`config.mk`:
```
export PLATFORM = sky130hd
export DESIGN_NAME = hrsh_datapath
export DESIGN_NICKNAME = d
export VERILOG_FILES = /design/src/rtl/hrsh_pkg.sv /design/src/rtl/hrsh_ram.sv /design/src/rtl/hrsh_datapath.sv
export SDC_FILE = /design/constraint.sdc
export NUM_CORES = 2
export LEC_CHECK = 0
export BUFFER_PORTS_ARGS = -buffer_cell sky130_fd_sc_hd__clkbuf_2
export CAP_MARGIN = 10
export CORE_AREA = 2 2 751 454
export DETAILED_ROUTE_END_ITERATION = 12
export DIE_AREA = 0 0 753 456
export MAX_ROUTING_LAYER = met4
export SKIP_CTS_REPAIR_TIMING = 1
export SYNTH_ARGS = -nofsm -noshare
export SYNTH_HDL_FRONTEND = slang
export SYNTH_SLANG_ARGS = --single-unit
export TNS_END_PERCENT = 20
```
`constraint.sdc`:
```
create_clock -name clk -period 8.7 [get_ports clk]
set_clock_uncertainty 0.05 [all_clocks]
set_input_delay 0.87 -clock clk [delete_from_list [all_inputs] [get_ports clk]]
set_output_delay 0.87 -clock clk [all_outputs]
set_load 0.005 [all_outputs]
```
`src/rtl/hrsh_pkg.sv`:
```
// Shared types, register indexes and command codes for the Hadamard rotation sign hash.
package hrsh_pkg;

	// Field widths fixed by the interface.
	localparam int SAMPLE_W  = 16;
	localparam int HASH_W    = 64;
	localparam int CFG_W     = 64;
	localparam int CFG_IDX_W = 3;
	localparam int ADDR_W    = 6;
	localparam int LG_W      = 3;
	localparam int HCNT_W    = 7;

	// Configuration register indexes.
	localparam logic [CFG_IDX_W-1:0] REG_FLIP0  = 3'd0;
	localparam logic [CFG_IDX_W-1:0] REG_FLIP1  = 3'd1;
	localparam logic [CFG_IDX_W-1:0] REG_FLIP2  = 3'd2;
	localparam logic [CFG_IDX_W-1:0] REG_TLOG2  = 3'd3;
	localparam logic [CFG_IDX_W-1:0] REG_HCOUNT = 3'd4;

	// Source of the store write data.
	localparam logic [1:0] WSEL_SAMPLE = 2'd0;
	localparam logic [1:0] WSEL_SUM    = 2'd1;
	localparam logic [1:0] WSEL_DIFF   = 2'd2;

	// One input beat.
	typedef struct packed {
		logic signed [SAMPLE_W-1:0] sample;
		logic                       last_sample;
	} item_t;

	// One result beat.
	typedef struct packed {
		logic [HASH_W-1:0] hash_bits;
		logic              too_long;
	} result_t;

	// Commands from the controller to the datapath.
	typedef struct packed {
		logic              wr_en;
		logic [1:0]        wr_sel;
		logic [ADDR_W-1:0] wr_addr;
		logic              rd_en;
		logic [ADDR_W-1:0] rd_addr_a;
		logic [ADDR_W-1:0] rd_addr_b;
		logic              flip_a;
		logic              flip_b;
		logic              bf_capture;
		logic              hash_clr;
		logic              scan_capture;
		logic              scan_neg;
		logic [ADDR_W-1:0] scan_idx;
		logic              clear_all;
	} cmd_t;

endpackage

```
`src/rtl/hrsh_ram.sv`:
```
// Generic single-write, dual-read RAM with registered read data.
module hrsh_ram #(
	parameter int WIDTH = 35,
	parameter int DEPTH = 64
) (
	input  logic                     clk,
	input  logic                     we,
	input  logic [$clog2(DEPTH)-1:0] waddr,
	input  logic [WIDTH-1:0]         wdata,
	input  logic                     re,
	input  logic [$clog2(DEPTH)-1:0] raddr_a,
	input  logic [$clog2(DEPTH)-1:0] raddr_b,
	output logic [WIDTH-1:0]         rdata_a,
	output logic [WIDTH-1:0]         rdata_b
);

	logic [WIDTH-1:0] mem_q [DEPTH];
	logic [WIDTH-1:0] rd_a_q;
	logic [WIDTH-1:0] rd_b_q;

	// Write port.
	always_ff @(posedge clk) begin
		if (we) begin
			mem_q[waddr] <= wdata;
		end
	end

	// Two registered read ports.
	always_ff @(posedge clk) begin
		if (re) begin
			rd_a_q <= mem_q[raddr_a];
			rd_b_q <= mem_q[raddr_b];
		end
	end

	assign rdata_a = rd_a_q;
	assign rdata_b = rd_b_q;

endmodule

```
`src/rtl/hrsh_datapath.sv`:
```
// Datapath: vector store, butterfly arithmetic and hash bit collection.
module hrsh_datapath #(
	parameter int AW          = 6,
	parameter int ACC_W       = 35,
	parameter int SAMPLE_BITS = 16
) (
	input  logic                                 clk,
	input  logic                                 arst_n,
	input  hrsh_pkg::cmd_t                       cmd,
	input  logic signed [hrsh_pkg::SAMPLE_W-1:0] sample,
	output logic [hrsh_pkg::HASH_W-1:0]          hash_bits
);
	import hrsh_pkg::*;

	localparam int DEPTH = 1 << AW;
	localparam int RAW_W = (SAMPLE_BITS > SAMPLE_W) ? SAMPLE_BITS : SAMPLE_W;

	logic [DEPTH-1:0]        valid_q;
	logic                    va_q;
	logic                    vb_q;
	logic [ACC_W-1:0]        rd_a;
	logic [ACC_W-1:0]        rd_b;
	logic signed [ACC_W-1:0] p;
	logic signed [ACC_W-1:0] q;
	logic signed [ACC_W-1:0] pf;
	logic signed [ACC_W-1:0] qf;
	logic signed [ACC_W-1:0] sum;
	logic signed [ACC_W-1:0] diff;
	logic signed [ACC_W-1:0] diff_q;
	logic signed [ACC_W-1:0] sample_ext;
	logic [RAW_W-1:0]        raw;
	logic [ACC_W-1:0]        wdata;
	logic                    pos_bit;
	logic [HASH_W-1:0]       hash_q;

	// The sample is taken from its low SAMPLE_BITS bits and sign-extended.
	assign raw        = RAW_W'($unsigned(sample));
	assign sample_ext = {{(ACC_W-SAMPLE_BITS){raw[SAMPLE_BITS-1]}}, raw[SAMPLE_BITS-1:0]};

	// Entries never written since the last clear read as zero.
	assign p  = va_q ? $signed(rd_a) : '0;
	assign q  = vb_q ? $signed(rd_b) : '0;
	assign pf = cmd.flip_a ? -p : p;
	assign qf = cmd.flip_b ? -q : q;

	// Butterfly pair.
	assign sum  = pf + qf;
	assign diff = pf - qf;

	// Write data selection.
	always_comb begin
		case (cmd.wr_sel)
			WSEL_SAMPLE: wdata = sample_ext;
			WSEL_SUM:    wdata = sum;
			WSEL_DIFF:   wdata = diff_q;
			default:     wdata = '0;
		endcase
	end

	hrsh_ram #(
		.WIDTH (ACC_W),
		.DEPTH (DEPTH)
	) u_store (
		.clk     (clk),
		.we      (cmd.wr_en),
		.waddr   (cmd.wr_addr[AW-1:0]),
		.wdata   (wdata),
		.re      (cmd.rd_en),
		.raddr_a (cmd.rd_addr_a[AW-1:0]),
		.raddr_b (cmd.rd_addr_b[AW-1:0]),
		.rdata_a (rd_a),
		.rdata_b (rd_b)
	);

	// Valid bits, cleared at once by reset and after every emit.
	always_ff @(posedge clk or negedge arst_n) begin
		if (!arst_n) begin
			valid_q <= '0;
			va_q    <= 1'b0;
			vb_q    <= 1'b0;
		end else begin
			if (cmd.clear_all) begin
				valid_q <= '0;
			end else if (cmd.wr_en) begin
				valid_q[cmd.wr_addr[AW-1:0]] <= 1'b1;
			end
			if (cmd.rd_en) begin
				va_q <= valid_q[cmd.rd_addr_a[AW-1:0]];
				vb_q <= valid_q[cmd.rd_addr_b[AW-1:0]];
			end
		end
	end

	// The difference is held in a register until the second write.
	always_ff @(posedge clk) begin
		if (cmd.bf_capture) begin
			diff_q <= diff;
		end
	end

	// Strictly positive test, with the folded sign for a one-entry transform.
	assign pos_bit = cmd.scan_neg ? p[ACC_W-1] : (!p[ACC_W-1] && (p != '0));

	// Hash word assembly.
	always_ff @(posedge clk) begin
		if (cmd.hash_clr) begin
			hash_q <= '0;
		end else if (cmd.scan_capture) begin
			hash_q[cmd.scan_idx] <= pos_bit;
		end
	end

	assign hash_bits = hash_q;

endmodule

```
==> Word level (Yosys, flattened, before mapping) <==
Memory sizes are Yosys's and may differ from the RTL's. A register that Yosys moved wholly into a read port is not among the register bits.
Index checks and enable logic that the tools add are counted.
{ "totals": {"ff_bits": 165, "ramBits": 2240, "in_bits": 53, "output_inout_bits": 64, "wordCells": 45, "memories": 1} }
{ "op_classes": {"n_addsub": 4, "order_cmp": 6, "eq_ne": 2, "muxes": 19, "n_bitwise": 1, "n_reduce_logical": 7} }
{ "mem_list": {"columns": ["name", "depth", "width", "rd", "rd_ports_with_merged_regs", "wr", "line_no", "rtl"], "rows": [
  ["u_store.mem_q", 64, 35, 2, 2, 1, "hrsh_ram.sv:17", "logic [WIDTH-1:0] mem_q [DEPTH];"]
]} }
{ "ops": {"columns": ["cell", "count"], "rows": [
  ["35-bit 2-to-1 mux", 4],
  ["64-bit 2-to-1 mux", 2],
  ["35-bit one-hot mux with 3 select lines", 1],
  ["35-bit negator", 2],
  ["64-bit bitwise mux", 1],
  ["64-bit bitwise OR", 1],
  ["35-bit adder", 1],
  ["35-bit nonzero test", 1],
  ["35-bit subtractor", 1],
  ["6-bit by 7-bit < comparator with 1-bit output, second input constant", 4],
  ["1-bit binary-select mux with 6-bit select", 2],
  ["1-bit demux with 6-bit select", 2],
  ["6-bit by 1-bit >= comparator with 1-bit output, second input constant", 2],
  ["1-bit 2-to-1 mux", 7],
  ["1-bit logical AND", 3],
  ["2-bit by 1-bit equality test with 1-bit output, second input constant", 1],
  ["2-bit equality test, second input constant", 1],
  ["2-bit zero test", 1],
  ["2-bit nonzero test", 1],
  ["1-bit zero test", 1]
]} }

==> Longest topological paths before layout <==
{ "depth": {"word_depth": 7, "ltp_mapped": 25, "depth_no_buf": 20} }

==> By module <==
From an unflattened synthesis, not the netlist that was laid out.
{ "hier_totals": {"cells_unflattened": 6860, "hier_area_um2": 117975.6} }
{ "by_module_without_submodules": {"columns": ["mod", "n_inst", "cells_each", "area_per_inst_um2", "seq_area_each_um2"], "rows": [
  ["hrsh_ram", 1, 5157, 104428.9, 69366.5],
  ["hrsh_datapath", 1, 1703, 13546.7, 3983.8]
]} }

==> Least setup slack after synthesis <==
OpenSTA, ideal clock, no wires.
{ "synth_timing": {"path_kind": "register -> register", "from": "register va_q", "to": "memory u_store.mem_q[0][10], data pin", "setup_time_ns": 0.729, "t_arrival_ns": 6.304, "required_ns": 7.921, "setup_slack_ns": 1.617, "stages_incl_launch_ff": 20, "path_buffers": 6, "period_less_slack_ns": 7.083, "path_cell_list": "dfrtp_1 > clkbuf_1 > clkbuf_1 > buf_1 > clkbuf_1 > and2_1 > inv_1 > ha_1 > nand3_1 > and2_1 > clkbuf_1 > nor3_1 > a311oi_1 > ha_1 > clkbuf_1 > inv_1 > nor2_1 > a22oi_1 > o41ai_1 > o32ai_1"} }
{ "synth_between": {"elab_chain_len": 5} }
{ "synth_rtl": {"columns": ["element", "line_no", "rtl"], "rows": [
  ["start: declaration", "hrsh_datapath.sv:19", "logic va_q;"],
  ["start signal: assignment", "hrsh_datapath.sv:88", "va_q <= valid_q[cmd.rd_addr_a[AW-1:0]];"],
  ["35-bit 2-to-1 mux (*)", "hrsh_datapath.sv:41", "assign p = va_q ? $signed(rd_a) : '0;"],
  ["35-bit negator", "hrsh_datapath.sv:43", "assign pf = cmd.flip_a ? -p : p;"],
  ["35-bit 2-to-1 mux (*)", "hrsh_datapath.sv:43", null],
  ["35-bit adder (*)", "hrsh_datapath.sv:47", "assign sum = pf + qf;"],
  ["35-bit one-hot mux with 3 select lines (*)", "hrsh_datapath.sv:52", "case (cmd.wr_sel)"],
  ["net u_store.wdata[10]", "hrsh_ram.sv:9", "input logic [WIDTH-1:0] wdata,"],
  ["end: declaration", "hrsh_ram.sv:17", null]
]} }
Mark *: on every way through the listed nets, which the timed path passes. The rest lies on a longest branch.

==> Final worst setup path <==
{ "layout_timing": {"from": "register u_store.rd_a_q[5], in the netlist u_store.rdata_a[5], read port of u_store.mem_q", "to": "memory u_store.mem_q[61][26], data pin"} }
{ "layout_between": {"elab_chain_len": 5} }
{ "layout_rtl": {"columns": ["element", "line_no", "rtl"], "rows": [
  ["start: declaration", "hrsh_ram.sv:18", "logic [WIDTH-1:0] rd_a_q;"],
  ["35-bit 2-to-1 mux (*)", "hrsh_datapath.sv:41", null],
  ["35-bit negator", "hrsh_datapath.sv:43", null],
  ["35-bit 2-to-1 mux (*)", "hrsh_datapath.sv:43", null],
  ["35-bit adder (*)", "hrsh_datapath.sv:47", null],
  ["35-bit one-hot mux with 3 select lines (*)", "hrsh_datapath.sv:52", null],
  ["net u_store.wdata[26]", "hrsh_ram.sv:9", null]
]} }
Marked as above.

==> results list <==
* Predominant post-synthesis flop cell: sky130_fd_sc_hd__edfxtp_1
- Headroom to the max-slew limit came out at 12.2%.
* Die X: 753 um
- Via count of the first global-routing pass: 65500
- Total negative slack for setup checks: 0 ns
- Vias per Instance: 6.37
- CP Launch Point: u_store.rdata_a[5]
* Residual overflow from global routing: 0
- Count of unique library cells instantiated by Yosys: 72
- For this design, the sink count on the clock tree is 2475.
- The total area inside the core boundary comes to 0.336 mm^2.
- Port-buffer cells: 116
- Summed over all nets, the half-perimeter wirelength after detailed placement is 233000 um.
- The top cell type by area accounts for 59.9% of the synthesized area.
* CP max stage delay: 0.98 ns
- The setup path with the least slack is of type reg -> reg.
- The first TritonRoute pass finished after 6 iterations.
- The critical path crosses 16 cells after its start point.
- Cell Area, Synth: 0.117 mm^2
* Worst Reg-to-Reg Cells: 16
- The final route contains 68200 vias.
- Cell taking the most area after synthesis: sky130_fd_sc_hd__edfxtp_1
* Leading post-synthesis cells by cell area: sky130_fd_sc_hd__edfxtp_1, sky130_fd_sc_hd__mux4_2, sky130_fd_sc_hd__dfrtp_1, sky130_fd_sc_hd__nor2_1, sky130_fd_sc_hd__dfxtp_1
- Along the worst hold path, the cell count comes to 4.
* Clock buffer depth: 4
- The final hold violation count came to 0.
- Total Power Consumption: 26.2 mW
- In this run the worst hold path is classified as in -> reg.
- STA classifies the critical path endpoint as a register.
- On the critical path the largest part of the delay comes from compound AO/OA/AOI/OAI gates.
- Walking the worst path, the cells encountered are o41ai_1 > nand3_1 > and2_1 > o32ai_1 > nor2_1 > ha_1 > and2_1 > a221oi_1 > nand2_1 > o31ai_1 > a21oi_1 > nor2_1 > a21oi_1 > xnor2_1 > o22ai_4 > buf_4.
- After Yosys synthesis, and, or, nand and nor cells account for 3.18% of the synthesized area.
- The number of max-slew violations in the final report came to 0.
* Number of enable flip-flop cells after synthesis: 2345
* Total routing resource utilization after global routing: 23.7%
* Termination of the worst setup path: u_store.mem_q[61][26]
* Crit path launch type: register
- DRT Wirelength: 404000 um
- Once detail routing completed, the nets flagged for antenna violations numbered 0.
* Startpoint of the worst-slack reg-to-reg timing path: u_store.rdata_a[5]
* Std-Cell Rows: 165
* Number of levels the H-tree was split into: 4
- Fillers: 29800
- Arrival time at the worst endpoint: 7.80 ns
- Final Setup Violations: 0
* Fraction of synthesized area in multiplexers: 29.2%
- Worst IR drop on VDD: 0.171 mV
- Pin placement for this block handled 117 I/O pins.
* Initial DRC count: 11300
- Maximum number of pins on one net before global-route repair: 126
- Gp weighted congestion: 0.901
- The number of nets in the synthesized netlist is 6026.
- Actual transition at the worst max-transition pin: 1.31 ns
- Post-synthesis xor/xnor area fraction: 0.820%
- Period Utilization, post-route: 82.3%
* Number of nets in the layout: 6107
- Routed wire length per instance: 37.8 um
- Combinational family with the most area after synthesis: multiplexers
- Setup repair after global routing left no endpoint under its margin.
* Most frequent cells in the layout: sky130_fd_sc_hd__edfxtp_1, sky130_fd_sc_hd__mux4_2, sky130_fd_sc_hd__nor2_1
- Initial core utilization: 35.0%
- Sequential cell area fraction in the yosys report: 62.4%
- Synthesis produced a netlist whose cell count is 5901.
- In the routed design, unresolved DRC markers number 0.
- The slowest stage of the critical path is the sky130_fd_sc_hd__o41ai_1 cell.
- Biggest fanout along the worst timing path: 33
- Final min period: 7.16 ns
* Asr flop ratio synth: 2.67%
- Clock-pin slew was measured on the worst setup and hold paths at 0.07 ns.
- Worst Path Buf+Inv: 1
- After Yosys synthesis, full adders, half adders and majority gates account for 0.780% of the synthesized area.
- Number of register bits inferred by synthesis: 2475
- TritonCTS clock tree: built
- Compared with the post-synthesis result, the final layout area differs by 12.4%.
- For this design the static power due to leakage is 41.0 nW.
* Worst-Skew Late Latency: 0.91 ns
- Summing all flip-flop and latch instances after layout gives 0.0734 mm^2.
- During synthesis, Yosys emitted a total of 0 warnings.
* Global-route wire length before repair: 552000 um
- Required time at the worst-slack endpoint: 9.34 ns
* Capture point of the worst reg-to-reg path: u_store.mem_q[61][26]
- Areal power density over the cells: 199 mW/mm^2
* Root Buffer Master: sky130_fd_sc_hd__clkbuf_16
- Average cell area after synthesis: 19.9 um^2
- Minimum setup slack among reg-to-reg paths: 1.54 ns
* Maximum Capacitance Violations: 0
* Antenna violations before repair: 28
- Complex-gate fraction of the synthesized area: 1.91%
- The run finished with clean final reports.
- The die is 456 um tall.
- CTS buffer count: 224
* Fraction of final layout cells sized beyond drive strength 1: 36.6%
* Max Freq: 140 MHz
- Area of the die: 0.343 mm^2
- Area of the multi-input gates: 0.0431 mm^2
* Most common cell after layout, fill and taps aside: sky130_fd_sc_hd__edfxtp_1
==> flip-flops by register name, indices dropped and copies added (netlist names) <==
signal,count
u_store.mem_q,2240
hash_bits,64
valid_q,64
diff_q,35
u_store.rdata_a,35
u_store.rdata_b,35
va_q,1
vb_q,1
==> power by group <==
part / switching [mW] / internal (mW) / leakage, nW / total (mW)
clock network: 4.62 / 5.58 / 3.52 / 10.2
logic: 1.58 / 1.00 / 14.4 / 2.58
registers: 0.0823 / 13.4 / 23.0 / 13.4
total: 6.28 / 19.9 / 41.0 / 26.2
==> metal layers <==
layer / vias up / global-route usage [%] / wire length [um]
met4: 0 / 5.18 / 10300
met5: - / - / 0
met3: 611 / 6.43 / 52200
li1: 25500 / - / -
met2: 4792 / 33.5 / 177000
met1: 37300 / 34.4 / 165000
==> through the flow <==
step	hold WS (ns)	utilization [%]	area, um^2	std cells	setup WS [ns]
final	0.351	39.3	132000	10700	1.54
after global routing	0.379	39.3	132000	10700	1.44
after CTS	-0.181	39.2	132000	10700	1.93
after detailed placement	0.439	37.1	125000	10300	1.83
after global placement	0.434	37.1	125000	10300	1.88
after floorplan	0.428	-	117000	5901	1.62
==> worst reg2reg max path, stage by stage (launching register included) <==
cell and delay [ns]:
sky130_fd_sc_hd__edfxtp_1 0.50, sky130_fd_sc_hd__o41ai_1 0.98, sky130_fd_sc_hd__nand3_1 0.37, sky130_fd_sc_hd__and2_1 0.35
sky130_fd_sc_hd__o32ai_1 0.45, sky130_fd_sc_hd__nor2_1 0.16, sky130_fd_sc_hd__ha_1 0.52, sky130_fd_sc_hd__and2_1 0.25
sky130_fd_sc_hd__a221oi_1 0.31, sky130_fd_sc_hd__nand2_1 0.10, sky130_fd_sc_hd__o31ai_1 0.66, sky130_fd_sc_hd__a21oi_1 0.15
sky130_fd_sc_hd__nor2_1 0.35, sky130_fd_sc_hd__a21oi_1 0.16, sky130_fd_sc_hd__xnor2_1 0.19, sky130_fd_sc_hd__o22ai_4 0.88
sky130_fd_sc_hd__buf_4 0.54
==> cells by family (layout without fill, tap and decap cells) <==
family / count (synthesis) / in the layout
flops: 2475 / 2475
mux: 1556 / 1556
simple gates: 825 / 825
buf+inv: 515 / 770
compound gates: 348 / 348
xor+xnor: 110 / 110
fa+ha+maj: 72 / 72
other cells: 0 / 37
==> area by class of cell <==
type	count	area share, %
inverters	69	0.196
multi-input cells	2911	32.6
flip-flops and latches	2475	55.6
clock buffers	282	4.52
repair buffers	301	1.79
diodes	37	0.0702
clock inverters	118	0.935
well taps	4509	4.27
==> worst min path at each step <==
stage,from,end,slack (ns)
5_1_grt,cmd[2],hash_bits[63],0.38
3_5_place_dp,hash_bits[0],hash_bits[0],0.44
2_1_floorplan,valid_q[10],valid_q[10],0.43
3_3_place_gp,hash_bits[37],hash_bits[37],0.43
4_1_cts,arst_n,valid_q[39],-0.18
6_report,cmd[2],hash_bits[63],0.35
==> synth_stat cells, drive strengths merged (6+ instances only) <==
cell and number:
nand2b 12, and3 9, xnor2 70, and2 23, xor2 40, o21bai 14, mux4 1494, o31a 6
inv 66, nand2 118, o31ai 25, nand4 12, clkbuf 289, nor4 12, ha 70, o211ai 6
a31oi 12, nor2b 33, edfxtp 2345, nand3 28, mux2i 42, buf 157, or2 6, or4 9
dfxtp 64, o21a 15, a211oi 7, dfrtp 66, a21o 22, mux2 20, o22ai 34, nor3 137
o41ai 8, o21ai 62, a21oi 96, nor2 392, or3 19
(Power assumes the default switching activity.)
