**config.mk**
```make
export PLATFORM = sky130hd
export DESIGN_NAME = hrsh_ctrl
export DESIGN_NICKNAME = d
export VERILOG_FILES = /design/src/rtl/hrsh_pkg.sv /design/src/rtl/hrsh_ctrl.sv
export SDC_FILE = /design/constraint.sdc
export NUM_CORES = 1
export LEC_CHECK = 0
export BUFFER_PORTS_ARGS = -buffer_cell sky130_fd_sc_hd__buf_2
export CAP_MARGIN = 20
export CORE_MARGIN = 5
export CORE_UTILIZATION = 44
export DETAILED_ROUTE_END_ITERATION = 10
export GPL_ROUTABILITY_DRIVEN = 1
export MAX_ROUTING_LAYER = met4
export PLACE_DENSITY_LB_ADDON = 0.1
export SLEW_MARGIN = 20
export SYNTH_ARGS = -nofsm -noshare
export SYNTH_HDL_FRONTEND = slang
export SYNTH_SLANG_ARGS = --single-unit
```
**constraint.sdc**
```tcl
create_clock -name clk -period 4.97 [get_ports clk]
set_input_delay 0.497 -clock clk [delete_from_list [all_inputs] [get_ports clk]]
set_output_delay 0.497 -clock clk [all_outputs]
set_load 0.05 [all_outputs]
```
**src/rtl/hrsh_pkg.sv**
```systemverilog
// Shared types, register indexes and command codes for the Hadamard rotation sign hash.
package hrsh_pkg;

	// Field widths fixed by the interface.
	localparam int SAMPLE_W  = 16;
	localparam int HASH_W    = 64;
	localparam int CFG_W     = 64;
	localparam int CFG_IDX_W = 3;
	localparam int ADDR_W    = 6;
	localparam int LG_W      = 3;
	localparam int HCNT_W    = 7;

	// Configuration register indexes.
	localparam logic [CFG_IDX_W-1:0] REG_FLIP0  = 3'd0;
	localparam logic [CFG_IDX_W-1:0] REG_FLIP1  = 3'd1;
	localparam logic [CFG_IDX_W-1:0] REG_FLIP2  = 3'd2;
	localparam logic [CFG_IDX_W-1:0] REG_TLOG2  = 3'd3;
	localparam logic [CFG_IDX_W-1:0] REG_HCOUNT = 3'd4;

	// Source of the store write data.
	localparam logic [1:0] WSEL_SAMPLE = 2'd0;
	localparam logic [1:0] WSEL_SUM    = 2'd1;
	localparam logic [1:0] WSEL_DIFF   = 2'd2;

	// One input beat.
	typedef struct packed {
		logic signed [SAMPLE_W-1:0] sample;
		logic                       last_sample;
	} item_t;

	// One result beat.
	typedef struct packed {
		logic [HASH_W-1:0] hash_bits;
		logic              too_long;
	} result_t;

	// Commands from the controller to the datapath.
	typedef struct packed {
		logic              wr_en;
		logic [1:0]        wr_sel;
		logic [ADDR_W-1:0] wr_addr;
		logic              rd_en;
		logic [ADDR_W-1:0] rd_addr_a;
		logic [ADDR_W-1:0] rd_addr_b;
		logic              flip_a;
		logic              flip_b;
		logic              bf_capture;
		logic              hash_clr;
		logic              scan_capture;
		logic              scan_neg;
		logic [ADDR_W-1:0] scan_idx;
		logic              clear_all;
	} cmd_t;

endpackage

```
**src/rtl/hrsh_ctrl.sv**
```systemverilog
// Controller: configuration registers, load counting and the rotation and scan sequencer.
module hrsh_ctrl #(
	parameter int LOG2_CAP = 6,
	parameter int AW       = 6,
	parameter int ROUNDS   = 3
) (
	input  logic                              clk,
	input  logic                              arst_n,
	input  logic                              start,
	input  logic                              last_sample,
	input  logic                              cfg_we,
	input  logic [hrsh_pkg::CFG_IDX_W-1:0]    cfg_index,
	input  logic [hrsh_pkg::CFG_W-1:0]        cfg_data,
	output logic                              busy,
	output logic                              done,
	output logic                              too_long,
	output hrsh_pkg::cmd_t                    cmd
);
	import hrsh_pkg::*;

	localparam int NW = AW + 1;

	localparam logic [2:0] ST_IDLE   = 3'd0;
	localparam logic [2:0] ST_BF_RD  = 3'd1;
	localparam logic [2:0] ST_BF_WR0 = 3'd2;
	localparam logic [2:0] ST_BF_WR1 = 3'd3;
	localparam logic [2:0] ST_SCAN   = 3'd4;
	localparam logic [2:0] ST_EMIT   = 3'd5;

	logic [2:0]        state_q;
	logic [CFG_W-1:0]  flip_q [3];
	logic [LG_W-1:0]   tlog2_q;
	logic [HCNT_W-1:0] hcount_q;
	logic [NW-1:0]     lc_q;
	logic              ovf_q;
	logic [1:0]        rnd_q;
	logic [LG_W-1:0]   st_q;
	logic [AW-1:0]     bf_q;
	logic [HCNT_W-1:0] idx_q;
	logic              cap_q;
	logic [ADDR_W-1:0] cap_idx_q;

	logic              accept;
	logic [LG_W-1:0]   lg;
	logic [NW-1:0]     n_sz;
	logic              fits;
	logic [AW-1:0]     lowm;
	logic [AW-1:0]     sbit;
	logic [AW-1:0]     j_addr;
	logic [AW-1:0]     k_addr;
	logic [NW-1:0]     half_m1;
	logic              bf_last;
	logic              st_last;
	logic              rnd_last;
	logic              first_st;
	logic [CFG_W-1:0]  mask_sel;
	logic [HCNT_W-1:0] hc_eff;
	logic [HCNT_W-1:0] cnt;
	logic              scan_go;
	logic              par;

	// Configuration registers.
	always_ff @(posedge clk or negedge arst_n) begin
		if (!arst_n) begin
			flip_q[0] <= '0;
			flip_q[1] <= '0;
			flip_q[2] <= '0;
			tlog2_q   <= LG_W'(6);
			hcount_q  <= HCNT_W'(HASH_W);
		end else if (cfg_we) begin
			case (cfg_index)
				REG_FLIP0:  flip_q[0] <= cfg_data;
				REG_FLIP1:  flip_q[1] <= cfg_data;
				REG_FLIP2:  flip_q[2] <= cfg_data;
				REG_TLOG2:  tlog2_q   <= cfg_data[LG_W-1:0];
				REG_HCOUNT: hcount_q  <= cfg_data[HCNT_W-1:0];
				default:    ;
			endcase
		end
	end

	// Transform size in use, saturated to the store.
	assign lg   = (tlog2_q > LG_W'(LOG2_CAP)) ? LG_W'(LOG2_CAP) : tlog2_q;
	assign n_sz = NW'(1) << lg;
	assign fits = lc_q < n_sz;

	assign accept = start && (state_q == ST_IDLE);

	// Butterfly addresses: insert a zero bit at the stage position.
	assign lowm   = ~({AW{1'b1}} << st_q);
	assign j_addr = ((bf_q & ~lowm) << 1) | (bf_q & lowm);
	assign sbit   = AW'(1) << st_q;
	assign k_addr = j_addr | sbit;

	assign half_m1  = (n_sz >> 1) - NW'(1);
	assign bf_last  = ({1'b0, bf_q} == half_m1);
	assign st_last  = (st_q == lg - LG_W'(1));
	assign rnd_last = (rnd_q == 2'(ROUNDS - 1));
	assign first_st = (st_q == '0);
	assign mask_sel = (rnd_q == 2'd0) ? flip_q[0] : ((rnd_q == 2'd1) ? flip_q[1] : flip_q[2]);

	// Number of hash bits to collect.
	assign hc_eff  = (hcount_q > HCNT_W'(HASH_W)) ? HCNT_W'(HASH_W) : hcount_q;
	assign cnt     = (hc_eff > HCNT_W'(n_sz)) ? HCNT_W'(n_sz) : hc_eff;
	assign scan_go = idx_q < cnt;

	// With a single entry the rounds reduce to a sign parity.
	always_comb begin
		par = 1'b0;
		for (int r = 0; r < 3; r++) begin
			if (r < ROUNDS) begin
				par = par ^ flip_q[r][0];
			end
		end
	end

	// Sequencer.
	always_ff @(posedge clk or negedge arst_n) begin
		if (!arst_n) begin
			state_q   <= ST_IDLE;
			lc_q      <= '0;
			ovf_q     <= 1'b0;
			rnd_q     <= '0;
			st_q      <= '0;
			bf_q      <= '0;
			idx_q     <= '0;
			cap_q     <= 1'b0;
			cap_idx_q <= '0;
		end else begin
			cap_q <= 1'b0;
			case (state_q)
				ST_IDLE: begin
					if (accept) begin
						if (fits) begin
							lc_q <= lc_q + NW'(1);
						end else begin
							ovf_q <= 1'b1;
						end
						if (last_sample) begin
							rnd_q   <= '0;
							st_q    <= '0;
							bf_q    <= '0;
							idx_q   <= '0;
							state_q <= (lg == '0) ? ST_SCAN : ST_BF_RD;
						end
					end
				end
				ST_BF_RD: begin
					state_q <= ST_BF_WR0;
				end
				ST_BF_WR0: begin
					state_q <= ST_BF_WR1;
				end
				ST_BF_WR1: begin
					state_q <= ST_BF_RD;
					if (bf_last) begin
						bf_q <= '0;
						if (st_last) begin
							st_q <= '0;
							if (rnd_last) begin
								state_q <= ST_SCAN;
							end else begin
								rnd_q <= rnd_q + 2'd1;
							end
						end else begin
							st_q <= st_q + LG_W'(1);
						end
					end else begin
						bf_q <= bf_q + AW'(1);
					end
				end
				ST_SCAN: begin
					cap_q     <= scan_go;
					cap_idx_q <= idx_q[ADDR_W-1:0];
					if (scan_go) begin
						idx_q <= idx_q + HCNT_W'(1);
					end else begin
						state_q <= ST_EMIT;
					end
				end
				ST_EMIT: begin
					lc_q    <= '0;
					ovf_q   <= 1'b0;
					state_q <= ST_IDLE;
				end
				default: begin
					state_q <= ST_IDLE;
				end
			endcase
		end
	end

	// Datapath commands.
	always_comb begin
		cmd              = '0;
		cmd.scan_capture = cap_q;
		cmd.scan_idx     = cap_idx_q;
		cmd.scan_neg     = (lg == '0) && par;
		case (state_q)
			ST_IDLE: begin
				cmd.wr_en    = accept && fits;
				cmd.wr_sel   = WSEL_SAMPLE;
				cmd.wr_addr  = ADDR_W'(lc_q[AW-1:0]);
				cmd.hash_clr = accept && last_sample;
			end
			ST_BF_RD: begin
				cmd.rd_en     = 1'b1;
				cmd.rd_addr_a = ADDR_W'(j_addr);
				cmd.rd_addr_b = ADDR_W'(k_addr);
			end
			ST_BF_WR0: begin
				cmd.bf_capture = 1'b1;
				cmd.flip_a     = first_st && mask_sel[j_addr];
				cmd.flip_b     = first_st && mask_sel[k_addr];
				cmd.wr_en      = 1'b1;
				cmd.wr_sel     = WSEL_SUM;
				cmd.wr_addr    = ADDR_W'(j_addr);
			end
			ST_BF_WR1: begin
				cmd.wr_en   = 1'b1;
				cmd.wr_sel  = WSEL_DIFF;
				cmd.wr_addr = ADDR_W'(k_addr);
			end
			ST_SCAN: begin
				cmd.rd_en     = scan_go;
				cmd.rd_addr_a = idx_q[ADDR_W-1:0];
			end
			ST_EMIT: begin
				cmd.clear_all = 1'b1;
			end
			default: ;
		endcase
	end

	assign busy     = (state_q != ST_IDLE);
	assign done     = (state_q == ST_EMIT);
	assign too_long = ovf_q;

endmodule
```
# Word level (Yosys, flattened, before mapping)
# Cells that the tools add are included.
dict set report totals {
  input_bits 72
  out_inout_bits 38
  elab_cells 137
  ff_bits 238
}
dict set report classes {
  bitwise 8
  n_reduce_logical 27
  n_addsub 7
  eq_ne 22
  muxes 49
  n_shift 3
  n_lt_le_gt_ge 7
}
# op count
set op_table {}
lappend op_table {{64-bit two-way mux} 2}
lappend op_table {{7-bit two-way mux} 7}
lappend op_table {{7-bit one-hot mux with 2 select lines} 3}
lappend op_table {{3-bit two-way mux} 13}
lappend op_table {{9-bit one-hot mux with 3 select lines} 1}
lappend op_table {{6-bit two-way mux} 4}
lappend op_table {{2-bit inequality test, second input constant} 9}
lappend op_table {{3-bit one-hot mux with 5 select lines} 1}
lappend op_table {{7-bit by 1-bit adder with 7-bit output, second input constant} 2}
lappend op_table {{6-bit by 7-bit < comparator with 1-bit output, second input constant} 2}
lappend op_table {{7-bit < comparator} 2}
lappend op_table {{1-bit binary-select mux with 6-bit select} 2}
lappend op_table {{3-bit by 2-bit == test with 1-bit output, second input constant} 4}
lappend op_table {{3-bit zero test} 4}
lappend op_table {{6-bit OR} 2}
lappend op_table {{6-bit one-hot mux with 2 select lines} 1}
lappend op_table {{3-bit AND reduction} 4}
lappend op_table {{2-bit two-way mux} 5}
lappend op_table {{2-bit AND reduction} 5}
lappend op_table {{3-bit == test, second input constant} 3}
lappend op_table {{4-bit AND reduction} 2}
lappend op_table {{6-bit by 7-bit == test with 1-bit output} 1}
lappend op_table {{7-bit > comparator} 1}
lappend op_table {{7-bit > comparator, second input constant} 1}
lappend op_table {{27 further kinds} 42}

# Longest topological paths before layout
# Gate-level depths: netlist (run 1).
dict set report logic_depth {
  word_depth 10
  mapped_depth 22
  ltp_nobuf 21
}

# Worst setup path after synthesis (run 1)
# No wires, ideal clock.
dict set report synth_timing {
  path_kind {flip-flop to output port}
  start {register tlog2_q[2]}
  end {output port cmd[25] (netlist bit)}
  t_required_ns 4.473
  path_buffers 2
  path_slack_ns -0.150
  t_arrival_ns 4.623
  path_stages_with_launch 19
  cell_sequence {dfstp_2 > ha_1 > clkbuf_1 > or4b_1 > clkbuf_1 > ha_1 > nor2b_1 > o21ai_0 > a21oi_1 > o31ai_1 > nor2_1 > a21oi_1 > ha_1 > a21o_1 > a211o_1 > a2111oi_2 > o311ai_1 > o211a_2 > nand2_1}
}
# element line_no
set synth_rtl {}
lappend synth_rtl {{start, declared} hrsh_ctrl.sv:32} ;# logic [LG_W-1:0] tlog2_q;
lappend synth_rtl {{start signal, assigned} hrsh_ctrl.sv:75} ;# REG_TLOG2: tlog2_q <= cfg_data[LG_W-1:0];
lappend synth_rtl {{end, declared} hrsh_ctrl.sv:17} ;# output hrsh_pkg::cmd_t cmd

==> out/results.md, run 1 <==
| Parameter | This run | Unit |
|:---|:---|:---|
| Result of the run | completed | - |
| Synthesis-to-finish area growth | 17.9 | % |
| Family of cells with the greatest summed delay on the critical path | compound AO/OA/AOI/OAI gates | - |
| Worst path most repeated cell | ha_4 | - |
| Tot Pwr | 9.81 | mW |
| Number of distinct library cells after synthesis | 67 | - |
| Register bit count reported by yosys | 238 | - |
| Footprint of the flip-flops and latches | 0.00596 | mm² |
| Crit. End Element | primary output | - |
| Fraction of registers with async set or reset after synthesis | 100 | % |
| Final weighted congestion in routability-driven placement | 0.913 | - |
| Upper clock frequency limit | 207 | MHz |
| Number of rows created at floorplan | 63 | - |
| Hold Path Class | input pin to flip-flop | - |
| Crit path depth | 18 | - |
| Worst IR Drop VDD | 0.302 | mV |
| Setup repair after global routing missed its margin | true | - |
| Largest net degree at the start of global routing | 127 | - |
| Area of the multi-input gates | 0.00699 | mm² |
| 1st-pass router iterations | 5 | - |
| Smallest setup slack after layout | 144 | ps |
| Crit share post-route | 97.1 | % |
| TritonCTS clock tree | done | - |
| Ys flop type | dfrtp_1 | - |
| Relative contribution of sequential cells to total power | 28.5 | % |
| Pre-CTS setup slack | 127 | ps |
| Count of final hold-check violations | 0 | - |
| Actual slew at the worst max-slew pin | 1020 | ps |
| DRC violation total after the first TritonRoute iteration | 587 | - |
| Number of CTS-inserted buffers | 28 | - |
| Share of final-layout standard cells stronger than drive strength 1 | 33.9 | % |
| Crit start category | flip-flop | - |
| Power density cells | 634 | mW/mm² |
| Overall fraction of global-route tracks in use | 20.7 | % |
| Number of global-route vias before repair | 9852 | - |
| I/O pins | 110 | - |
| Die W | 183 | µm |
| Internal Power | 5.61 | mW |
| Capturing instance or port of the critical path | cmd[25] | - |
| Half-perimeter wire length after detailed placement | 23.5 | mm |
| Routed wire length | 34.0 | mm |
| Number of maximum-capacitance constraint violations | 0 | - |
| Leakage component of the power | 6.82 | nW |
| Via-per-instance ratio | 5.58 | - |
| NumNets Final | 1456 | - |
| Max-slew headroom at the worst pin | 32.0 | % |
| Antenna violation net count after detailed routing | 0 | - |
| Slack of the worst reg-to-reg path | 590 | ps |
| Critical Path Start | tlog2_q[2]$_DFFE_PN1P_ | - |
| Via count of the routed design | 9821 | - |
| Final setup fails | 0 | - |
| Number of buffer cells added on primary ports | 109 | - |
| Die height | 183 | µm |
| Initial Utilization | 44.5 | % |
| Number of cells on the worst hold path | 2 | - |
| Number of standard cells after synthesis | 1237 | - |
| Required @ worst endpoint | 4470 | ps |
| Start of the worst register-to-register path | tlog2_q[2]$_DFFE_PN1P_ | - |
| Deepest level of the CTS H-tree | 1 | - |
| Number of antenna violations at the first check in global routing | 0 | - |
| Clk sink count | 238 | - |
| Logic gate share of total power | 49.3 | % |
| Fillcell total | 2743 | - |
| Net count of the mapped netlist | 1346 | - |
| Switching power share of the total | 42.8 | % |
| Number of enable-type register cells in the synthesized netlist | 0 | - |
| Number of warnings printed during yosys synthesis | 0 | - |
| Capturing point of the worst reg2reg path | idx_q[4]$_DFFE_PN0P_ | - |
| Slowest stage cell, crit path | or4b_4 | - |
| Cell count of the worst reg-to-reg path | 22 | - |
| Clock transition time at the flip-flop clock pins of the worst setup and hold paths | 60 | ps |
| Antenna fix cells | 0 | - |
| Mapped Area | 0.0131 | mm² |
| Highest fanout seen on the critical path | 5 | - |
| Core Footprint | 0.0296 | mm² |
| Wire length of the first global-routing pass | 54.6 | mm |
| Critical Path, Cell by Cell | ha_4, or4b_4, ha_4, nor2b_4, o21ai_2, a21oi_2, o31ai_4, buf_4, buf_6, nor2_1, a21oi_1, ha_1, and3_4, a2111oi_4, o311ai_2, o211a_2, nand2_2, buf_8 | - |
| Skew-Pair Late Insertion Delay | 540 | ps |
| Final worst clock skew | 7.55 | ps |
| Avg Cell Area, Syn | 10.6 | µm² |
| Post-route DRC violation count | 0 | - |
| Die area | 0.0334 | mm² |
| Arrival time reported for the critical path endpoint | 4330 | ps |
| Pins over their slew limit | 0 | - |
| Worst path buffer plus inverter count | 3 | - |
| Register area share after synthesis | 45.4 | % |
| Worst setup path category | flip-flop to primary output | - |
| Min Tclk post-route | 4830 | ps |
| P_sw | 4.20 | mW |
| Final global-route overflow total | 0 | - |
| Critical Path Max Stage Delay | 530 | ps |
| DR WL/cell | 19.3 | µm |
| Clock tree buffer depth | 3 | - |
| Clock share of power | 22.3 | % |
| Clock root buffer master | clkbuf_16 | - |
worst reg2reg max path, stage by stage (launching register included):
cell and delay, ps:
dfstp_2 390, ha_4 170, or4b_4 530, ha_4 230
nor2b_4 120, o21ai_2 140, a21oi_2 90, o31ai_4 330
buf_4 180, buf_6 100, nor2_1 40, a21oi_1 140
ha_1 260, and3_4 170, a2111oi_4 350, o311ai_2 160
o211a_2 160, buf_4 130, buf_4 140, clkinv_2 80
nor2_1 90, o21ai_1 180, o31ai_1 90
how the worst min path moves through the flow:
| stage | end | startpoint | slack [ps] |
|---|---|---|---|
| floorplan | bf_q[0]$_DFFE_PN0P_ | arst_n | 200 |
| global placement | cap_idx_q[2]$_DFFE_PN0P_ | cap_idx_q[2]$_DFFE_PN0P_ | 450 |
| detailed placement | cap_idx_q[2]$_DFFE_PN0P_ | cap_idx_q[2]$_DFFE_PN0P_ | 460 |
| CTS | lc_q[1]$_DFFE_PN0P_ | arst_n | 100 |
| global route | flip_q[135]$_DFFE_PN0P_ | cfg_data[7] | 190 |
| finish | flip_q[62]$_DFFE_PN0P_ | cfg_data[62] | 200 |
power by group through the flow:
stage / Combinational [mW] / Clock [mW] / Sequential (mW)
6_report: 4.83 / 2.19 / 2.79
4_1_cts: 4.76 / 2.24 / 2.79
5_1_grt: 5.29 / 2.32 / 2.86
3_5_place_dp: 4.68 / 0 / 2.82
2_1_floorplan: 3.36 / 0 / 2.73
3_3_place_gp: 4.64 / 0 / 2.81
layout by cell type (no fill, tap or decap), drive strengths merged, types with 22 or more instances in the layout:
| cell type | count |
|---|---|
| buf | 151 |
| clkbuf | 37 |
| nand2 | 116 |
| a21oi | 56 |
| ha | 37 |
| mux2i | 82 |
| nor3 | 23 |
| inv | 22 |
| mux2 | 224 |
| o21ai | 65 |
| dfrtp | 235 |
| nor2 | 116 |
repair_timing:
item,CTS,global route
hold endpoints to repair,0,26
resized for setup,15,18
pin swaps,8,16
gates cloned,0,0
setup buffers,4,6
hold buffers,0,1
endpoints found under the setup margin,1,1
registers in the layout, summed over array words and instances, names as in the netlist:
| register | count |
|---|---|
| hcount_q | 7 |
| rnd_q | 2 |
| st_q | 3 |
| tlog2_q | 3 |
| flip_q | 192 |
| bf_q | 6 |
| cap_idx_q | 6 |
| lc_q | 7 |
| state_q | 3 |
| cap_q | 1 |
| idx_q | 7 |
| too_long | 1 |
cells by family (layout without fill, tap and decap cells):
kind of cell    count (synthesis)  after routing  synth area share, %
simple gates                  334            334                 11.4
mux                           307            307                 25.6
buf+inv                        94            226                 2.94
flops                         238            238                 45.4
fa+ha+maj                      37             37                 3.52
xor+xnor                       14             14                0.933
compound gates                213            213                 10.3
final cells by class:
cell class,instances,area share (%)
clock buffers,37,5.20
clock inverters,15,1.31
inverters,22,0.541
multi-input cells,905,45.1
flip-flops and latches,238,38.5
well taps,390,3.15
repair buffers,152,6.20
metrics by stage:
stage / instance area [µm²] / setup TNS [ps] / utilization (%) / instances / hold slack (ps)
floorplan: 13100 / 0 / - / 1237 / 201
global placement: 14200 / 0 / 48.1 / 1695 / 454
detailed placement: 14200 / 0 / 48.1 / 1695 / 460
CTS: 15300 / 0 / 51.8 / 1751 / 98.5
global route: 15500 / -74.5 / 52.4 / 1759 / 189
finish: 15500 / 0 / 52.4 / 1759 / 198
cells in the mapped netlist, drive strengths merged (4+ instances only):
master | n | area share, %
a211oi | 7 | 0.44
nor2 | 116 | 3.3
xor2 | 7 | 0.47
o211ai | 12 | 0.69
inv | 21 | 0.60
nor3 | 23 | 0.88
ha | 37 | 3.5
o22ai | 5 | 0.24
nand4 | 14 | 0.67
nand2b | 6 | 0.29
buf | 19 | 0.79
o21ai | 65 | 2.5
nand3 | 13 | 0.50
mux2 | 224 | 19
a21oi | 56 | 2.1
a2111oi | 7 | 0.51
clkbuf | 53 | 1.5
mux2i | 82 | 6.2
o2111ai | 8 | 0.53
nand2 | 116 | 3.3
o31ai | 7 | 0.40
a21o | 10 | 0.57
or3 | 5 | 0.24
xnor2 | 7 | 0.47
nor4 | 4 | 0.19
a31oi | 6 | 0.29
a22oi | 4 | 0.23
nor2b | 12 | 0.57
dfrtp | 235 | 45
and3 | 6 | 0.29
metal layers:
| layer | routed length [µm] | vias to the layer above | GRT usage, % |
|---|---|---|---|
| li1 | - | 4690 | - |
| met1 | 15600 | 4851 | 28.4 |
| met2 | 16000 | 222 | 33.1 |
| met3 | 1580 | 58 | 2.48 |
| met4 | 825 | 0 | 5.33 |
| met5 | 0 | - | - |
Note: power is estimated with default switching activity, not from simulation.
==> run 2, diff against run 1 <==
GPL_TIMING_DRIVEN = 0   (was not set)
PLACE_DENSITY_LB_ADDON = not set   (was 0.1)
RECOVER_POWER = 50   (was not set)
==> out/results.md, run 2 (synthesized netlist as in run 1, its figures left out) <==
| Parameter | This run | Unit | vs previous |
|:---|:---|:---|:---|
| Crit start category | flip-flop | - |  |
| DRC violation total after the first TritonRoute iteration | 633 | - | +7.8% |
| Setup Total Neg Slack | 0 | ps | unchanged |
| Hold Path Class | input pin to flip-flop | - |  |
| Upper clock frequency limit | 204 | MHz | -1.5% |
| Via count of the routed design | 10200 | - | +4.1% |
| Power density cells | 637 | mW/mm² | +0.47% |
| Leading cell types in the layout, fill and taps excluded | dfrtp_1, mux2_2, buf_2, nand2_1, nor2_1 | - |  |
| Final worst clock skew | 9.96 | ps | +2.42 ps |
| Die W | 183 | µm | unchanged |
| 1st-pass router iterations | 6 | - | +1 |
| Setup repair after global routing missed its margin | true | - |  |
| DR WL/cell | 20.6 | µm | +6.6% |
| Leakage component of the power | 6.81 | nW | -0.23% |
| Final Instance Area | 0.0155 | mm² | +0.12% |
| Worst setup path category | flip-flop to primary output | - |  |
| Area of placed instances | 0.0142 | mm² | +0.26% |
| Skew-Pair Late Insertion Delay | 540 | ps | about the same |
| Critical Path Start | tlog2_q[1]$_DFFE_PN1P_ | - |  |
| Number of antenna violations at the first check in global routing | 0 | - | unchanged |
| Number of maximum-capacitance constraint violations | 1 | - | +1 |
| Fillcell total | 2755 | - | +0.44% |
| NumNets Final | 1499 | - | +3.0% |
| Antenna violation net count after detailed routing | 0 | - | unchanged |
| Required @ worst endpoint | 4470 | ps | about the same |
| Number of flip-flops under the largest register name | 192 | - | unchanged |
| Core Footprint | 0.0296 | mm² | unchanged |
| Placed Cells incl. Taps | 1738 | - | +2.5% |
| Final setup fails | 0 | - | unchanged |
| Routed wire length | 37.1 | mm | +9.1% |
| Clock root buffer master | clkbuf_16 | - |  |
| Crit. End Element | primary output | - |  |
| Deepest level of the CTS H-tree | 1 | - | unchanged |
| Final weighted congestion in routability-driven placement | 0.988 | - | +8.2% |
| Share of final-layout standard cells stronger than drive strength 1 | 32.7 | % | -1.2 points |
| Layout Cells excl Fill | 1800 | - | +2.3% |
| Clock transition time at the flip-flop clock pins of the worst setup and hold paths | 60 | ps | about the same |
| Die area | 0.0334 | mm² | unchanged |
| Number of rows created at floorplan | 63 | - | unchanged |
| Number of buffer cells added on primary ports | 109 | - | unchanged |
| Antenna fix cells | 0 | - | unchanged |
| Count of final hold-check violations | 0 | - | unchanged |
| Actual slew at the worst max-slew pin | 3340 | ps | +2320 ps |
| Post-route DRC violation count | 0 | - | unchanged |
| Largest net degree at the start of global routing | 96 | - | -24% |
| Start of the worst register-to-register path | tlog2_q[1]$_DFFE_PN1P_ | - |  |
| Wire length of the first global-routing pass | 58.2 | mm | +6.5% |
| Pins over their slew limit | 53 | - | +53 |
| Failing checks | capacitance limit, slew limit | - |  |
| Half-perimeter wire length after detailed placement | 26.5 | mm | +13% |
| Number of CTS-inserted buffers | 26 | - | -7.1% |
| Clock tree buffer depth | 3 | - | unchanged |
| Smallest setup slack after layout | 69.7 | ps | -74.7 ps |
| Clk sink count | 238 | - | unchanged |
| Arrival time reported for the critical path endpoint | 4400 | ps | +70 ps |
| Min Tclk post-route | 4900 | ps | +74.7 ps |
| Synthesis-to-finish area growth | 18.0 | % |  |
| Result of the run | finished with violations | - |  |
| I/O pins | 110 | - | unchanged |
| Most frequent standard cell in the layout excluding fill and tap cells | dfrtp_1 | - |  |
| Via-per-instance ratio | 5.68 | - | +1.7% |
| Utilization after layout | 52.5 | % | +0.064 points |
| Max-slew headroom at the worst pin | -123 | % | -150 points |
| Final global-route overflow total | 0 | - | unchanged |
| Worst IR Drop VDD | 0.314 | mV | +3.9% |
| Crit share post-route | 98.6 | % | +1.5 points |
| Initial Utilization | 44.5 | % | unchanged |
| Overall fraction of global-route tracks in use | 22.4 | % | +1.7 points |
| Pre-CTS setup slack | -402 | ps | -529 ps |
| Register containing the most flip-flops in the final layout | flip_q | - |  |
| Die height | 183 | µm | unchanged |
| Hold_sp | cfg_data[20] | - |  |
| TritonCTS clock tree | done | - |  |
| Number of global-route vias before repair | 10400 | - | +5.7% |
| Highest fanout seen on the critical path | 4 | - | -1 |
[run 2: changes by cell type in the layout (fill, tap and decap cells not counted), moves of 3 or more]
cell and delta:
a21oi_2 +3, buf_1 +3, a21oi_1 -3, buf_2 +11, buf_12 -3, nor2_2 +4
clkbuf_2 +3, buf_4 -15, clkbuf_1 +49
[run 2: layout make-up]
type / instances / area, µm² / area share [%]
Buffer: 69 / 303 / 1.95
Clock inverter: 9 / 134 / 0.863
Clock buffer: 39 / 790 / 5.09
Tap cell: 390 / 488 / 3.15
Timing Repair Buffer: 128 / 743 / 4.79
Inverter: 22 / 83.8 / 0.541
Sequential cell: 238 / 5960 / 38.4
Multi-Input combinational cell: 905 / 7000 / 45.2
[run 2: report_power, final]
part	switching (mW)	total, mW	internal, mW
clock network	0.810	2.06	1.25
registers	0.318	2.73	2.41
logic	3.27	5.08	1.81
[run 2: path summary, 6_finish.rpt]
| kind | slack, ps | depth (start not counted) | endpoint |
|---|---|---|---|
| worst max-delay path | 70 | 17 | cmd[25] |
| worst min-delay path | 210 | 2 | flip_q[20]$_DFFE_PN0P_ |
| worst max register to register | 560 | 20 | idx_q[3]$_DFFE_PN0P_ |
| worst min register to register | 470 | 2 | cap_idx_q[3]$_DFFE_PN0P_ |
| max in group asynchronous | 1450 | 2 | flip_q[45]$_DFFE_PN0P_ |
| min in group asynchronous | 1630 | 2 | lc_q[0]$_DFFE_PN0P_ |
[run 2: critical path, cell delays in order, from the launching register on]
cell and delay [ps]:
dfstp_2 400, ha_4 170, or4b_4 560, ha_4 230, nor2b_4 120, o21ai_2 160, a21oi_2 90, o31ai_4 310
buf_4 160, a21oi_1 60, ha_1 290, a21o_1 160, a211o_1 290, a2111oi_4 320, o311ai_1 140, o211a_2 180
nand2_2 90, buf_8 150
[run 2: per-stage QoR]
step | hold WS (ps) | power [mW]
final | 210 | 9.87
after CTS | 192 | 9.73
after floorplan | 201 | 6.09
after global routing | 197 | 10.4
after detailed placement | 459 | 7.55
after global placement | 456 | 7.50
[run 2: layer usage]
layer	wire length, µm	global-route usage, %
met5	0	-
met2	17400	35.8
met1	16900	30.2
met3	1650	2.84
met4	1180	6.47
[run 2: what timing repair did]
item | in CTS | in global routing
pin swaps | 6 | 14
endpoints found under the hold margin | 52 | 0
resized for setup | 22 | 32
buffers inserted | 12 | 4
hold buffers | 1 | 0
setup endpoints to repair | 10 | 3
==> run 3, diff against run 2 <==
RECOVER_POWER = not set   (was 50)
==> out/results.md, run 3 (synthesized netlist as in run 1, its figures left out) <==
| Parameter | This run | Unit | vs previous |
|:---|:---|:---|:---|
| Leading cell types in the layout, fill and taps excluded | dfrtp_1, mux2_2, buf_2, nand2_1, nor2_1 | - |  |
| Number of flip-flops under the largest register name | 192 | - | unchanged |
| Via count of the routed design | 10200 | - | +0.26% |
| Final global-route overflow total | 0 | - | unchanged |
| Final worst clock skew | 9.18 | ps | -0.788 ps |
| Share of final-layout standard cells stronger than drive strength 1 | 32.8 | % | +0.071 points |
| Synthesis-to-finish area growth | 18.1 | % | about the same |
| Number of maximum-capacitance constraint violations | 0 | - | -1 |
| NumNets Final | 1499 | - | unchanged |
| Slack of the worst reg-to-reg path | 570 | ps | about the same |
| Count of final hold-check violations | 0 | - | unchanged |
| Pins over their slew limit | 0 | - | -100% |
| Clock transition time at the flip-flop clock pins of the worst setup and hold paths | 60 | ps | about the same |
| Largest net degree at the start of global routing | 96 | - | unchanged |
| Start of the worst register-to-register path | tlog2_q[1]$_DFFE_PN1P_ | - |  |
| Max-slew headroom at the worst pin | 23.1 | % | +150 points |
| Wire length of the first global-routing pass | 58.2 | mm | unchanged |
| Smallest setup slack after layout | 66.1 | ps | -3.58 ps |
| Antenna fix cells | 0 | - | unchanged |
| Routed wire length | 37.2 | mm | +0.12% |
| Overall fraction of global-route tracks in use | 22.4 | % | unchanged |
| Required @ worst endpoint | 4470 | ps | about the same |
| Upper clock frequency limit | 204 | MHz | about the same |
| Clock tree buffer depth | 3 | - | unchanged |
| Setup repair after global routing missed its margin | true | - |  |
| Fillcell total | 2753 | - | -0.073% |
| Number of CTS-inserted buffers | 26 | - | unchanged |
| Skew-Pair Late Insertion Delay | 540 | ps | about the same |
| Power density cells | 636 | mW/mm² | about the same |
| Antenna violation net count after detailed routing | 0 | - | unchanged |
| Worst Hold Path EP | flip_q[78]$_DFFE_PN0P_ | - |  |
| Leakage component of the power | 6.81 | nW | about the same |
| Core Footprint | 0.0296 | mm² | unchanged |
| Actual slew at the worst max-slew pin | 1140 | ps | -2200 ps |
| Hold_sp | cfg_data[14] | - |  |
| Via-per-instance ratio | 5.69 | - | +0.26% |
| Hold Path Class | input pin to flip-flop | - |  |
| Initial Utilization | 44.5 | % | unchanged |
| Clock root buffer master | clkbuf_16 | - |  |
| Cell count of the worst reg-to-reg path | 20 | - | unchanged |
| TritonCTS clock tree | done | - |  |
| Pre-CTS setup slack | -402 | ps | unchanged |
| Capturing point of the worst reg2reg path | idx_q[3]$_DFFE_PN0P_ | - |  |
| Number of rows created at floorplan | 63 | - | unchanged |
| 1st-pass router iterations | 5 | - | -1 |
| Number of buffer cells added on primary ports | 109 | - | unchanged |
| Arrival time reported for the critical path endpoint | 4410 | ps | about the same |
| I/O pins | 110 | - | unchanged |
| Post-route DRC violation count | 0 | - | unchanged |
| Final setup fails | 0 | - | unchanged |
| Deepest level of the CTS H-tree | 1 | - | unchanged |
| Die height | 183 | µm | unchanged |
| Half-perimeter wire length after detailed placement | 26.5 | mm | unchanged |
| Die W | 183 | µm | unchanged |
| Clk sink count | 238 | - | unchanged |
| Most frequent standard cell in the layout excluding fill and tap cells | dfrtp_1 | - |  |
| Register containing the most flip-flops in the final layout | flip_q | - |  |
| Crit share post-route | 98.7 | % | about the same |
| Hold slack final | 209 | ps | -1.66 ps |
| Min Tclk post-route | 4900 | ps | +3.58 ps |
| Worst IR Drop VDD | 0.313 | mV | -0.18% |
| Final weighted congestion in routability-driven placement | 0.988 | - | unchanged |
| Crit start category | flip-flop | - |  |
| Number of antenna violations at the first check in global routing | 0 | - | unchanged |
| Worst setup path category | flip-flop to primary output | - |  |
| DR WL/cell | 20.6 | µm | +0.12% |
| Number of global-route vias before repair | 10400 | - | unchanged |
| Highest fanout seen on the critical path | 4 | - | unchanged |
| Result of the run | completed | - |  |
| Crit. End Element | primary output | - |  |
| DRC violation total after the first TritonRoute iteration | 653 | - | +3.2% |
| Number of cells on the worst hold path | 2 | - | unchanged |
| Die area | 0.0334 | mm² | unchanged |
## run 3: changes by cell type in the layout (fill, tap and decap cells not counted), sizes merged
| cell | delta |
|---|---|
| buf | +1 |
| clkbuf | -1 |
## run 3: worst max-delay path, stage by stage (launching register included)
cell       delay (ps)
dfstp_2           400
ha_4              170
or4b_4            560
ha_4              230
nor2b_4           120
o21ai_2           150
a21oi_2            90
o31ai_4           310
buf_4             160
a21oi_1            60
ha_1              290
a21o_1            160
a211o_1           290
a2111oi_4         320
o311ai_1          140
o211a_2           180
nand2_2            90
buf_8             150
## run 3: layout make-up
class / count / area [µm²] / share of cell area (%)
inverters: 22 / 83.8 / 0.540
plain buffers: 69 / 303 / 1.95
well taps: 390 / 488 / 3.14
multi-input cells: 905 / 7000 / 45.1
repair buffers: 128 / 754 / 4.86
clock inverters: 9 / 134 / 0.863
clock buffers: 39 / 790 / 5.09
flip-flops and latches: 238 / 5960 / 38.4
## run 3: per-layer routing
metal  track usage (%)  wire (µm)  vias up
li1                  -          -     4767
met1              30.2      16700     5118
met2              35.8      17400      294
met3              2.84       1840       69
met4              6.47       1180        0
met5                 -          0        -
## run 3: per-stage QoR
step | instance area (µm²) | instances | TNS [ps] | util, % | total power [mW]
after CTS | 15300 | 1796 | 0 | 51.9 | 9.73
final | 15500 | 1800 | 0 | 52.5 | 9.87
after floorplan | 13100 | 1237 | 0 | - | 6.09
after global placement | 14200 | 1736 | -226400 | 48.0 | 7.50
after global routing | 15500 | 1800 | -104 | 52.5 | 10.4
after detailed placement | 14200 | 1738 | -1450 | 48.2 | 7.55
## run 3: power breakdown
group / switching [mW] / total (mW) / internal, mW
Combinational: 3.27 / 5.08 / 1.81
Clock: 0.810 / 2.06 / 1.25
Sequential: 0.318 / 2.73 / 2.41
Total: 4.40 / 9.87 / 5.47
## run 3: worst max path at each step
stage,from,to,slack [ps],cells past startpoint
2_1_floorplan,tlog2_q[2]$_DFFE_PN1P_,cmd[25],70,18
3_3_place_gp,arst_n,flip_q[84]$_DFFE_PN0P_,-980,1
3_5_place_dp,tlog2_q[2]$_DFFE_PN1P_,cmd[25],-400,19
4_1_cts,tlog2_q[2]$_DFFE_PN1P_,cmd[25],3,19
5_1_grt,tlog2_q[1]$_DFFE_PN1P_,cmd[25],-100,17
6_report,tlog2_q[1]$_DFFE_PN1P_,cmd[25],70,17
## run 3: what timing repair did
item                                    CTS  global route
hold buffers                              1             0
endpoints found under the setup margin   10             3
gates resized for setup                  22            32
buffers inserted                         12             4
pin swaps                                 6            14
endpoints found under the hold margin    52             0
